`src/rtl/hdip_pkg.sv`:
```
// ----------------------------------------------------------------------------
// hdip_pkg
// Shared types, codes and helpers for the HID descriptor item parser.
// ----------------------------------------------------------------------------
package hdip_pkg;

    localparam int OFFSET_BITS_DEF = 16;
    localparam int QUEUE_DEPTH_DEF = 4;

    localparam logic [7:0]  MAX_ITEMS_RESET = 8'd20;
    localparam logic [31:0] VENDOR_PAGE_MIN = 32'h0000_FF00;

    // result kinds
    typedef enum logic [1:0] {
        KIND_ITEM    = 2'd0,
        KIND_TRUNC   = 2'd1,
        KIND_SUMMARY = 2'd2
    } t_kind;

    // item types from prefix bits 3:2
    typedef enum logic [1:0] {
        TYPE_MAIN     = 2'd0,
        TYPE_GLOBAL   = 2'd1,
        TYPE_LOCAL    = 2'd2,
        TYPE_RESERVED = 2'd3
    } t_item_type;

    // tags
    localparam logic [3:0] TAG_USAGE_PAGE   = 4'h0;
    localparam logic [3:0] TAG_REPORT_SIZE  = 4'h7;
    localparam logic [3:0] TAG_REPORT_ID    = 4'h8;
    localparam logic [3:0] TAG_REPORT_COUNT = 4'h9;
    localparam logic [3:0] TAG_USAGE        = 4'h0;
    localparam logic [3:0] TAG_INPUT        = 4'h8;
    localparam logic [3:0] TAG_OUTPUT       = 4'h9;
    localparam logic [3:0] TAG_COLLECTION   = 4'hA;
    localparam logic [3:0] TAG_FEATURE      = 4'hB;
    localparam logic [3:0] TAG_END_COLL     = 4'hC;

    typedef enum logic [3:0] {
        CLS_OTHER        = 4'd0,
        CLS_USAGE_PAGE   = 4'd1,
        CLS_USAGE        = 4'd2,
        CLS_COLLECTION   = 4'd3,
        CLS_END_COLL     = 4'd4,
        CLS_INPUT        = 4'd5,
        CLS_OUTPUT       = 4'd6,
        CLS_FEATURE      = 4'd7,
        CLS_REPORT_SIZE  = 4'd8,
        CLS_REPORT_COUNT = 4'd9,
        CLS_REPORT_ID    = 4'd10
    } t_class;

    // one queue entry: optional item/truncation beat plus optional summary
    typedef struct packed {
        logic        has_item;
        t_kind       kind;
        logic [15:0] offset;
        logic [1:0]  itype;
        logic [3:0]  tag;
        logic [31:0] data;
        t_class      cls;
        logic [31:0] page;
        logic        page_seen;
        logic        has_sum;
    } t_event;

    // one output beat
    typedef struct packed {
        t_kind       kind;
        logic [15:0] offset;
        logic [1:0]  itype;
        logic [3:0]  tag;
        logic [31:0] data;
        t_class      cls;
        logic [31:0] page;
        logic        page_seen;
        logic        vendor;
        logic        last;
    } t_beat;

    function automatic logic [2:0] size_of(input logic [7:0] prefix);
        logic [2:0] s;
        s = {1'b0, prefix[1:0]};
        if (s == 3'd3) begin
            s = 3'd4;
        end
        return s;
    endfunction

    function automatic t_class class_of(input logic [1:0] itype, input logic [3:0] tag);
        t_class c;
        c = CLS_OTHER;
        case (itype)
            TYPE_GLOBAL: begin
                if (tag == TAG_USAGE_PAGE) c = CLS_USAGE_PAGE;
                else if (tag == TAG_REPORT_SIZE) c = CLS_REPORT_SIZE;
                else if (tag == TAG_REPORT_COUNT) c = CLS_REPORT_COUNT;
                else if (tag == TAG_REPORT_ID) c = CLS_REPORT_ID;
            end
            TYPE_LOCAL: begin
                if (tag == TAG_USAGE) c = CLS_USAGE;
            end
            TYPE_MAIN: begin
                if (tag == TAG_COLLECTION) c = CLS_COLLECTION;
                else if (tag == TAG_END_COLL) c = CLS_END_COLL;
                else if (tag == TAG_INPUT) c = CLS_INPUT;
                else if (tag == TAG_OUTPUT) c = CLS_OUTPUT;
                else if (tag == TAG_FEATURE) c = CLS_FEATURE;
            end
            default: begin
                c = CLS_OTHER;
            end
        endcase
        return c;
    endfunction

endpackage

```
`src/rtl/hdip_in_if.sv`:
```
// ----------------------------------------------------------------------------
// hdip_in_if
// Descriptor byte channel: valid/ready with byte and end mark.
// ----------------------------------------------------------------------------
interface hdip_in_if;
    logic       valid;
    logic       ready;
    logic [7:0] in_byte;
    logic       end_of_descriptor;

    modport source (output valid, output in_byte, output end_of_descriptor, input ready);
    modport sink   (input valid, input in_byte, input end_of_descriptor, output ready);
endinterface

```
`src/rtl/hdip_out_if.sv`:
```
// ----------------------------------------------------------------------------
// hdip_out_if
// Result channel: valid/ready with one parsed result per beat.
// ----------------------------------------------------------------------------
interface hdip_out_if;
    logic        valid;
    logic        ready;
    logic [1:0]  result_kind;
    logic [15:0] item_offset;
    logic [1:0]  item_type;
    logic [3:0]  item_tag;
    logic [31:0] item_data;
    logic [3:0]  item_class;
    logic [31:0] current_page;
    logic        page_seen;
    logic        vendor_defined;
    logic        last_result;

    modport source (
        output valid, output result_kind, output item_offset, output item_type,
        output item_tag, output item_data, output item_class, output current_page,
        output page_seen, output vendor_defined, output last_result, input ready
    );
    modport sink (
        input valid, input result_kind, input item_offset, input item_type,
        input item_tag, input item_data, input item_class, input current_page,
        input page_seen, input vendor_defined, input last_result, output ready
    );
endinterface

```
`src/rtl/hdip_front.sv`:
```
// ----------------------------------------------------------------------------
// hdip_front
// Byte parser: splits bytes into short items, tracks page, emits events.
// ----------------------------------------------------------------------------
module hdip_front
    import hdip_pkg::*;
#(
    parameter int OFFSET_BITS = OFFSET_BITS_DEF
) (
    input  logic         i_clk,
    input  logic         i_rst_n,
    hdip_in_if.sink      i_in,
    input  logic         i_cfg_we,
    input  logic [7:0]   i_cfg_wdata,
    input  logic         i_full,
    output logic         o_push,
    output t_event       o_event
);

    localparam logic [OFFSET_BITS-1:0] POS_MAX = '1;

    logic [7:0]             r_max;
    logic [2:0]             r_pend,     n_pend;
    logic [7:0]             r_prefix,   n_prefix;
    logic [31:0]            r_acc,      n_acc;
    logic [OFFSET_BITS-1:0] r_pos,      n_pos;
    logic [OFFSET_BITS-1:0] r_start,    n_start;
    logic [7:0]             r_reported, n_reported;
    logic [31:0]            r_page,     n_page;
    logic                   r_pvalid,   n_pvalid;

    logic       accept;
    logic       complete;
    logic       room;
    logic [1:0] idx;
    logic [2:0] held_size;
    t_class     cls;
    t_event     ev;

    assign i_in.ready = !i_full;
    assign accept     = i_in.valid && i_in.ready;

    always_comb begin
        n_pend     = r_pend;
        n_prefix   = r_prefix;
        n_acc      = r_acc;
        n_pos      = r_pos;
        n_start    = r_start;
        n_reported = r_reported;
        n_page     = r_page;
        n_pvalid   = r_pvalid;
        ev         = '0;
        held_size  = size_of(r_prefix);
        idx        = 2'(held_size - r_pend);
        complete   = 1'b0;
        room       = r_reported < r_max;
        cls        = CLS_OTHER;
        o_push     = 1'b0;

        if (accept) begin
            if (r_pend == 3'd0) begin
                n_prefix = i_in.in_byte;
                n_start  = r_pos;
                n_acc    = '0;
                n_pend   = size_of(i_in.in_byte);
            end else begin
                n_acc  = r_acc | (32'(i_in.in_byte) << {idx, 3'b000});
                n_pend = r_pend - 3'd1;
            end
            complete = (n_pend == 3'd0);
            n_pos    = (r_pos == POS_MAX) ? r_pos : r_pos + 1'b1;
            cls      = class_of(n_prefix[3:2], n_prefix[7:4]);

            if (complete && room) begin
                if (cls == CLS_USAGE_PAGE) begin
                    n_page   = n_acc;
                    n_pvalid = 1'b1;
                end
                n_reported  = r_reported + 8'd1;
                ev.has_item = 1'b1;
                ev.kind     = KIND_ITEM;
                ev.offset   = 16'(n_start);
                ev.itype    = n_prefix[3:2];
                ev.tag      = n_prefix[7:4];
                ev.data     = n_acc;
                ev.cls      = cls;
            end else if (i_in.end_of_descriptor && n_pend != 3'd0 && room) begin
                ev.has_item = 1'b1;
                ev.kind     = KIND_TRUNC;
                ev.offset   = 16'(n_start);
                ev.itype    = n_prefix[3:2];
                ev.tag      = n_prefix[7:4];
            end
            ev.page      = n_page;
            ev.page_seen = n_pvalid;
            ev.has_sum   = i_in.end_of_descriptor;
            o_push       = ev.has_item || i_in.end_of_descriptor;

            // descriptor closed: start afresh
            if (i_in.end_of_descriptor) begin
                n_pend     = '0;
                n_prefix   = '0;
                n_acc      = '0;
                n_pos      = '0;
                n_start    = '0;
                n_reported = '0;
                n_page     = '0;
                n_pvalid   = 1'b0;
            end
        end
    end

    assign o_event = ev;

    always_ff @(posedge i_clk) begin
        if (!i_rst_n) begin
            r_max      <= MAX_ITEMS_RESET;
            r_pend     <= '0;
            r_prefix   <= '0;
            r_acc      <= '0;
            r_pos      <= '0;
            r_start    <= '0;
            r_reported <= '0;
            r_page     <= '0;
            r_pvalid   <= 1'b0;
        end else begin
            if (i_cfg_we) begin
                r_max <= i_cfg_wdata;
            end
            r_pend     <= n_pend;
            r_prefix   <= n_prefix;
            r_acc      <= n_acc;
            r_pos      <= n_pos;
            r_start    <= n_start;
            r_reported <= n_reported;
            r_page     <= n_page;
            r_pvalid   <= n_pvalid;
        end
    end

endmodule

```
`src/rtl/hdip_queue.sv`:
```
// ----------------------------------------------------------------------------
// hdip_queue
// Small event queue between parser and output stage.
// ----------------------------------------------------------------------------
module hdip_queue
    import hdip_pkg::*;
#(
    parameter int DEPTH = QUEUE_DEPTH_DEF
) (
    input  logic   i_clk,
    input  logic   i_rst_n,
    input  logic   i_push,
    input  t_event i_data,
    input  logic   i_pop,
    output t_event o_head,
    output logic   o_empty,
    output logic   o_full
);

    localparam int PW = $clog2(DEPTH);
    localparam int CW = $clog2(DEPTH + 1);
    localparam logic [PW-1:0] LAST_PTR = PW'(DEPTH - 1);
    localparam logic [CW-1:0] FULL_CNT = CW'(DEPTH);

    t_event        r_mem [DEPTH];
    logic [PW-1:0] r_wptr, r_rptr;
    logic [CW-1:0] r_cnt;

    assign o_head  = r_mem[r_rptr];
    assign o_empty = (r_cnt == '0);
    assign o_full  = (r_cnt == FULL_CNT);

    always_ff @(posedge i_clk) begin
        if (i_push) begin
            r_mem[r_wptr] <= i_data;
        end
    end

    always_ff @(posedge i_clk) begin
        if (!i_rst_n) begin
            r_wptr <= '0;
            r_rptr <= '0;
            r_cnt  <= '0;
        end else begin
            if (i_push) begin
                r_wptr <= (r_wptr == LAST_PTR) ? '0 : r_wptr + 1'b1;
            end
            if (i_pop) begin
                r_rptr <= (r_rptr == LAST_PTR) ? '0 : r_rptr + 1'b1;
            end
            if (i_push && !i_pop) begin
                r_cnt <= r_cnt + 1'b1;
            end else if (!i_push && i_pop) begin
                r_cnt <= r_cnt - 1'b1;
            end
        end
    end

endmodule

```
`src/rtl/hdip_back.sv`:
```
// ----------------------------------------------------------------------------
// hdip_back
// Output stage: expands events into beats into a registered output.
// ----------------------------------------------------------------------------
module hdip_back
    import hdip_pkg::*;
(
    input  logic       i_clk,
    input  logic       i_rst_n,
    input  t_event     i_head,
    input  logic       i_empty,
    output logic       o_pop,
    hdip_out_if.source o_out
);

    logic  r_valid;
    logic  r_phase, n_phase;
    t_beat r_beat,  n_beat;
    logic  load;
    logic  take;
    logic  item_first;

    assign load       = !r_valid || o_out.ready;
    assign take       = load && !i_empty;
    assign item_first = i_head.has_item && !r_phase;

    always_comb begin
        n_beat           = '0;
        n_beat.page      = i_head.page;
        n_beat.page_seen = i_head.page_seen;
        n_beat.vendor    = i_head.page_seen && (i_head.page >= VENDOR_PAGE_MIN);
        if (item_first) begin
            n_beat.kind   = i_head.kind;
            n_beat.offset = i_head.offset;
            n_beat.itype  = i_head.itype;
            n_beat.tag    = i_head.tag;
            n_beat.data   = i_head.data;
            n_beat.cls    = i_head.cls;
            n_beat.last   = !i_head.has_sum;
        end else begin
            n_beat.kind = KIND_SUMMARY;
            n_beat.last = 1'b1;
        end
        // item beat of an end byte leaves the summary still to go
        n_phase = r_phase;
        o_pop   = 1'b0;
        if (take) begin
            n_phase = item_first && i_head.has_sum;
            o_pop   = !(item_first && i_head.has_sum);
        end
    end

    always_ff @(posedge i_clk) begin
        if (!i_rst_n) begin
            r_valid <= 1'b0;
            r_phase <= 1'b0;
        end else begin
            r_phase <= n_phase;
            if (load) begin
                r_valid <= !i_empty;
            end
        end
    end

    always_ff @(posedge i_clk) begin
        if (take) begin
            r_beat <= n_beat;
        end
    end

    assign o_out.valid          = r_valid;
    assign o_out.result_kind    = r_beat.kind;
    assign o_out.item_offset    = r_beat.offset;
    assign o_out.item_type      = r_beat.itype;
    assign o_out.item_tag       = r_beat.tag;
    assign o_out.item_data      = r_beat.data;
    assign o_out.item_class     = r_beat.cls;
    assign o_out.current_page   = r_beat.page;
    assign o_out.page_seen      = r_beat.page_seen;
    assign o_out.vendor_defined = r_beat.vendor;
    assign o_out.last_result    = r_beat.last;

endmodule

```
`src/rtl/hid_descriptor_item_parser_unit.sv`:
```
// ----------------------------------------------------------------------------
// hid_descriptor_item_parser_unit
// USB HID report descriptor short-item parser, one byte per beat.
// ----------------------------------------------------------------------------
// Takes one descriptor byte per cycle; i_in.ready only drops when the event
// queue (QUEUE_DEPTH entries) is full. Each byte that completes an item under
// the max_items limit, or the end-marked byte, makes one queue entry; the output
// register drains one beat per cycle while o_out.ready is high, so an end byte
// that closes or truncates an item under the limit yields an item beat, then a
// summary beat. After an end byte the parse state clears at once, so the next
// descriptor may follow directly. The user writes max_items via i_cfg_we and
// i_cfg_wdata only while the block is idle; the block itself does not enforce it.
// ----------------------------------------------------------------------------
module hid_descriptor_item_parser_unit
    import hdip_pkg::*;
#(
    parameter int OFFSET_BITS = OFFSET_BITS_DEF,
    parameter int QUEUE_DEPTH = QUEUE_DEPTH_DEF
) (
    input  logic       i_clk,
    input  logic       i_rst_n,
    hdip_in_if.sink    i_in,
    hdip_out_if.source o_out,
    input  logic       i_cfg_we,
    input  logic [7:0] i_cfg_wdata
);

    logic   push;
    logic   pop;
    logic   full;
    logic   empty;
    t_event ev_in;
    t_event ev_head;

    // front: byte split, item classification, usage page tracking
    hdip_front #(
        .OFFSET_BITS (OFFSET_BITS)
    ) u_front (
        .i_clk       (i_clk),
        .i_rst_n     (i_rst_n),
        .i_in        (i_in),
        .i_cfg_we    (i_cfg_we),
        .i_cfg_wdata (i_cfg_wdata),
        .i_full      (full),
        .o_push      (push),
        .o_event     (ev_in)
    );

    // decouples byte intake from output backpressure
    hdip_queue #(
        .DEPTH (QUEUE_DEPTH)
    ) u_queue (
        .i_clk   (i_clk),
        .i_rst_n (i_rst_n),
        .i_push  (push),
        .i_data  (ev_in),
        .i_pop   (pop),
        .o_head  (ev_head),
        .o_empty (empty),
        .o_full  (full)
    );

    // back: one or two beats per event into the output register
    hdip_back u_back (
        .i_clk   (i_clk),
        .i_rst_n (i_rst_n),
        .i_head  (ev_head),
        .i_empty (empty),
        .o_pop   (pop),
        .o_out   (o_out)
    );

    // no event is ever written into a full queue
    a_no_overflow: assert property (@(posedge i_clk) disable iff (!i_rst_n)
        push |-> !full)
        else $error("event pushed into full queue");

    // a pop never happens on an empty queue
    a_no_underflow: assert property (@(posedge i_clk) disable iff (!i_rst_n)
        pop |-> !empty)
        else $error("event popped from empty queue");

    // the summary beat always closes the byte's results
    a_summary_last: assert property (@(posedge i_clk) disable iff (!i_rst_n)
        (o_out.valid && o_out.result_kind == KIND_SUMMARY) |-> o_out.last_result)
        else $error("summary beat without last mark");

    // vendor flag only with a seen page
    a_vendor_page: assert property (@(posedge i_clk) disable iff (!i_rst_n)
        (o_out.valid && o_out.vendor_defined) |-> o_out.page_seen)
        else $error("vendor flag without page");

endmodule

```
`src/flat_wrapper.sv`:
```
// flat-port wrapper written by rule: the top's interface ports become plain ports
module hid_descriptor_item_parser_unit_flat import hdip_pkg::*;
#(
    parameter int OFFSET_BITS = OFFSET_BITS_DEF,
    parameter int QUEUE_DEPTH = QUEUE_DEPTH_DEF
)
  (i_clk, i_rst_n, i_cfg_we, i_cfg_wdata, i_in_valid, i_in_in_byte, i_in_end_of_descriptor, i_in_ready, o_out_valid, o_out_result_kind, o_out_item_offset, o_out_item_type, o_out_item_tag, o_out_item_data, o_out_item_class, o_out_current_page, o_out_page_seen, o_out_vendor_defined, o_out_last_result, o_out_ready);
  hdip_in_if i_in_i ();
  hdip_out_if o_out_i ();
  input  logic i_clk;
  input  logic i_rst_n;
  input  logic i_cfg_we;
  input  logic [7:0] i_cfg_wdata;
  input wire logic [$bits(i_in_i.valid)-1:0] i_in_valid;
  input wire logic [$bits(i_in_i.in_byte)-1:0] i_in_in_byte;
  input wire logic [$bits(i_in_i.end_of_descriptor)-1:0] i_in_end_of_descriptor;
  output wire logic [$bits(i_in_i.ready)-1:0] i_in_ready;
  output wire logic [$bits(o_out_i.valid)-1:0] o_out_valid;
  output wire logic [$bits(o_out_i.result_kind)-1:0] o_out_result_kind;
  output wire logic [$bits(o_out_i.item_offset)-1:0] o_out_item_offset;
  output wire logic [$bits(o_out_i.item_type)-1:0] o_out_item_type;
  output wire logic [$bits(o_out_i.item_tag)-1:0] o_out_item_tag;
  output wire logic [$bits(o_out_i.item_data)-1:0] o_out_item_data;
  output wire logic [$bits(o_out_i.item_class)-1:0] o_out_item_class;
  output wire logic [$bits(o_out_i.current_page)-1:0] o_out_current_page;
  output wire logic [$bits(o_out_i.page_seen)-1:0] o_out_page_seen;
  output wire logic [$bits(o_out_i.vendor_defined)-1:0] o_out_vendor_defined;
  output wire logic [$bits(o_out_i.last_result)-1:0] o_out_last_result;
  input wire logic [$bits(o_out_i.ready)-1:0] o_out_ready;
  assign i_in_i.valid = i_in_valid;
  assign i_in_i.in_byte = i_in_in_byte;
  assign i_in_i.end_of_descriptor = i_in_end_of_descriptor;
  assign i_in_ready = i_in_i.ready;
  assign o_out_valid = o_out_i.valid;
  assign o_out_result_kind = o_out_i.result_kind;
  assign o_out_item_offset = o_out_i.item_offset;
  assign o_out_item_type = o_out_i.item_type;
  assign o_out_item_tag = o_out_i.item_tag;
  assign o_out_item_data = o_out_i.item_data;
  assign o_out_item_class = o_out_i.item_class;
  assign o_out_current_page = o_out_i.current_page;
  assign o_out_page_seen = o_out_i.page_seen;
  assign o_out_vendor_defined = o_out_i.vendor_defined;
  assign o_out_last_result = o_out_i.last_result;
  assign o_out_i.ready = o_out_ready;
  hid_descriptor_item_parser_unit #(.OFFSET_BITS(OFFSET_BITS), .QUEUE_DEPTH(QUEUE_DEPTH)) u_core (.i_clk(i_clk), .i_rst_n(i_rst_n), .i_in(i_in_i), .o_out(o_out_i), .i_cfg_we(i_cfg_we), .i_cfg_wdata(i_cfg_wdata));
endmodule
```
`config.mk`:
```
export PLATFORM = sky130hd
export DESIGN_NAME = hid_descriptor_item_parser_unit_flat
export DESIGN_NICKNAME = d
export VERILOG_FILES = /design/src/rtl/hdip_pkg.sv /design/src/rtl/hdip_in_if.sv /design/src/rtl/hdip_out_if.sv /design/src/rtl/hdip_front.sv /design/src/rtl/hdip_queue.sv /design/src/rtl/hdip_back.sv /design/src/rtl/hid_descriptor_item_parser_unit.sv /design/src/flat_wrapper.sv
export SDC_FILE = /design/constraint.sdc
export NUM_CORES = 1
export LEC_CHECK = 0
export BUFFER_PORTS_ARGS = -buffer_cell sky130_fd_sc_hd__buf_2
export CAP_MARGIN = 25
export CORE_MARGIN = 2
export CORE_UTILIZATION = 35
export CTS_CLUSTER_DIAMETER = 80
export DETAILED_ROUTE_END_ITERATION = 10
export HOLD_SLACK_MARGIN = 0.03
export PLACE_DENSITY = 0.53
export SETUP_SLACK_MARGIN = 0.02
export SYNTH_ARGS = -nofsm -noshare
export SYNTH_HDL_FRONTEND = slang
export SYNTH_SLANG_ARGS = --single-unit
```
`constraint.sdc`:
```
create_clock -name i_clk -period 10.5 [get_ports i_clk]
set_input_delay 2.1 -clock i_clk [delete_from_list [all_inputs] [get_ports i_clk]]
set_output_delay 2.1 -clock i_clk [all_outputs]
set_load 0.01 [all_outputs]
```
==> summary.txt <==
Place
  • Detailed placement HPWL: 34400 um
  • Pre-CTS WS: 4990 ps
  • Placed insts: 2544
  • RePlAce Congestion: 0.797
  • Port Buf Inserts: 118

Setup path
  • CP Capture Type: flip-flop
  • CP Data Required Time: 10720 ps
  • Worst R2R Setup Slack: 6390 ps
  • Worst r2r dst: u_core.u_queue.r_mem[1][72]
  • Launching point of the worst reg2reg path: u_core.u_front.r_pend[0]
  • Crit path DAT: 5060 ps
  • Max Fanout on Critical Path: 48
  • WS Path Type: primary input to flip-flop
  • Worst Reg-to-Reg Cells: 9
  • Critical Path Source Type: primary input
  • Crit path from: i_in_in_byte[1]

GRT
  • Tot GR Track Use: 0.162
  • First-pass GRT wire length: 87300 um
  • GRT overflow: 0
  • Initial antenna violation count: 4
  • Largest net degree at the start of global routing: 83
  • Vias in the first global route: 14.0k

Timing
  • Worst slew pin tran: 941 ps
  • FMAX: 207 MHz
  • RSZ-0062 raised after global routing: false
  • Setup-failing EPs final: 0
  • Final Cycle Share: 0.461
  • Post-layout minimum cycle time: 4840 ps
  • Clock Skews: 19.8 ps
  • Final Hold Fails: 0
  • Setup TNS: 0 ps
  • Setup ws final: 5660 ps
  • Slew Limit Fails: 0
  • Worst rel slew slack: 0.373

Routing
  • Initial drt markers: 1034
  • Per-cell routed wire length: 21.7 um
  • Vias: 14.1k
  • Number of remaining DRC errors: 0
  • 1st-pass router iterations: 5
  • DR vias/cell: 5.28
  • Drt total wl: 57800 um
  • Post-route ant nets: 0

Layout
  • Final nets: 1722
  • Post-Layout Cell Count: 2666
  • Layout cells sized above 1: 0.220
  • Final core occ: 0.405
  • Layout area overhead: 14.6%
  • Multi-input combinational cell area: 6890 um2
  • Sequential cell area: 16900 um2
  • Filler Cell Count: 6361

Pwr
  • Power density over the cells: 239 nW/um2
  • Combinational share of power: 0.201
  • Int Power: 4.77 mW
  • Clock Power Share: 0.332
  • Sw Ratio: 0.284
  • Sw Pwr: 1.89 mW
  • Seq pwr share: 0.466
  • Peak VDD IR: 0.000118 V
  • Tot Pwr: 6.67 mW
  • Pleak: 9.15 nW

Worst hold path
  • Min-delay src: u_core.u_front.r_page[1]
  • WHS Endpoint: u_core.u_front.r_page[1]
  • Worst hold path depth: 1
  • Worst Hold Class: flip-flop to flip-flop

Outcome
  • Status: finished clean

Clocking
  • TritonCTS Sinks: 606
  • H-tree depth: 3
  • Num CTS Buffers: 66
  • Post-cts sizing count: 0
  • Worst-path clk slew: 50 ps
  • Clk_lat worst skew: 600 ps
  • Root Buffer: clkbuf_16
  • CTS Buffer Depth: 3
  • CTS tree: built
  • Setup Buffers After CTS: 0
  • CTS Hold Bufs: 0

Floorplanning
  • Core region area: 68700 um2
  • Initial Util: 0.354
  • Die ar.: 71600 um2
  • Die Ht: 267 um
  • FP Rows: 96
  • Ports: 119
  • Die Width: 267 um

Logic synthesis
  • Distinct cell type count after synthesis: 68
  • Post-synth top area cell: edfxtp_1
  • Post-Synthesis Cells: 1590
  • Sequential area share after synthesis: 0.693
  • Warnings, synthesis: 0
  • Syn Area/Cell: 15.3 um2
  • Mapped cell area: 24300 um2
  • Yosys reg bits: 606
  • Syn Nets: 1631
  • Post-synth EDFFs: 471
  • Synth top area cells: edfxtp_1 (58%), dfxtp_1 (11%), mux4_2 (8.7%)
  • Synth top area share: 0.582
  • Top cells by count, synth: edfxtp_1 (471), nor2_1 (167), dfxtp_1 (135), mux4_2 (94), clkbuf_1 (91)
  • FFs w/ async S/R, synth: 0
  • Most common cell in the netlist: edfxtp_1
  • Ys flop type: edfxtp_1

Job
  • Max-cap violations: 0
## critical path, cell delays in order
cell     delay [ps]
buf_2           180
nor2_1          120
a32oi_1          70
o22ai_1         330
a21oi_1         260
nor2_1          410
and2_4          740
buf_4           760
## kinds of logic (layout without fill, tap and decap cells)
family | Yosys count | in the layout | synth area share
flops | 606 | 606 | 0.693
simple gates | 416 | 416 | 0.0850
compound gates | 274 | 274 | 0.0855
buf+inv | 145 | 288 | 0.0250
mux | 110 | 110 | 0.0940
xor+xnor | 20 | 20 | 0.00721
fa+ha+maj | 19 | 19 | 0.0101
other cells | 0 | 2 | 0
## worst max path at each step
| stage | slack (ps) | to | cells past startpoint |
|---|---|---|---|
| 6_report | 5660 | u_core.u_queue.r_mem[1][72] | 8 |
| 5_1_grt | 5340 | u_core.u_queue.r_mem[3][71] | 8 |
| 4_1_cts | 5630 | u_core.u_queue.r_mem[2][77] | 8 |
| 3_5_place_dp | 4990 | u_core.u_queue.r_mem[2][89] | 8 |
| 3_3_place_gp | 4980 | u_core.u_queue.r_mem[1][78] | 8 |
| 2_1_floorplan | 1650 | u_core.u_queue.r_cnt[2] | 9 |
## area by class of cell
type | count | share of cell area
Clock buffer | 93 | 0.0656
Tap cell | 931 | 0.0418
Clock inverter | 27 | 0.00777
Multi-Input combinational cell | 839 | 0.247
Inverter | 24 | 0.00324
Sequential cell | 606 | 0.605
Antenna cell | 2 | 0.000180
Timing Repair Buffer | 144 | 0.0287
## power by group through the flow
stage | Combinational, mW | Clock, mW | Sequential, mW
finish | 1.34 | 2.22 | 3.11
global route | 1.46 | 2.37 | 3.15
CTS | 1.37 | 2.28 | 3.12
detailed placement | 1.37 | 0 | 3.17
global placement | 1.35 | 0 | 3.16
floorplan | 0.767 | 0 | 3.24
## stage by stage
| stage | hold WS, ps | instance area (um2) |
|---|---|---|
| 6_report | 467 | 27800 |
| 5_1_grt | 475 | 27800 |
| 4_1_cts | 467 | 27800 |
| 3_5_place_dp | 453 | 25800 |
| 3_3_place_gp | 445 | 25800 |
| 2_1_floorplan | 432 | 24300 |
## registers in the layout, indices dropped and copies added, names as in the netlist, 2 cells and up, named ones only
name / cells
u_core.u_queue.r_mem: 376
u_core.u_back.o_out.current_page: 32
u_core.u_back.o_out.item_data: 32
u_core.u_front.r_acc: 32
u_core.u_front.r_page: 32
u_core.u_back.o_out.item_offset: 16
u_core.u_front.r_pos: 16
u_core.u_front.r_start: 16
u_core.u_front.r_max: 8
u_core.u_front.r_prefix: 8
u_core.u_front.r_reported: 8
u_core.u_back.o_out.item_class: 4
u_core.u_back.o_out.item_tag: 4
u_core.u_front.r_pend: 3
u_core.u_queue.r_cnt: 3
u_core.u_back.o_out.item_type: 2
u_core.u_back.o_out.result_kind: 2
u_core.u_queue.r_rptr: 2
u_core.u_queue.r_wptr: 2
## layout by cell type (no fill, tap or decap), types with 12 or more instances in the layout
master	instances
mux2i_1	12
o31ai_1	33
buf_2	118
nand2_1	62
clkbuf_16	69
clkbuf_1	23
edfxtp_1	471
mux4_2	94
nand4_1	41
o2bb2ai_2	30
nor3_1	16
xor2_1	12
inv_1	22
buf_4	25
a31oi_1	40
a21oi_1	75
and3_1	64
ha_1	18
dfxtp_1	133
nor2_1	167
a22oi_1	52
## layer usage
layer / GRT usage / vias up / wire, um
li1: - / 6412 / -
met1: 0.225 / 7143 / 26400
met2: 0.252 / 422 / 26500
met3: 0.0332 / 90 / 3500
met4: 0.0595 / 4 / 1470
met5: 0 / - / 28
Note: power is estimated with default switching activity, not from simulation.
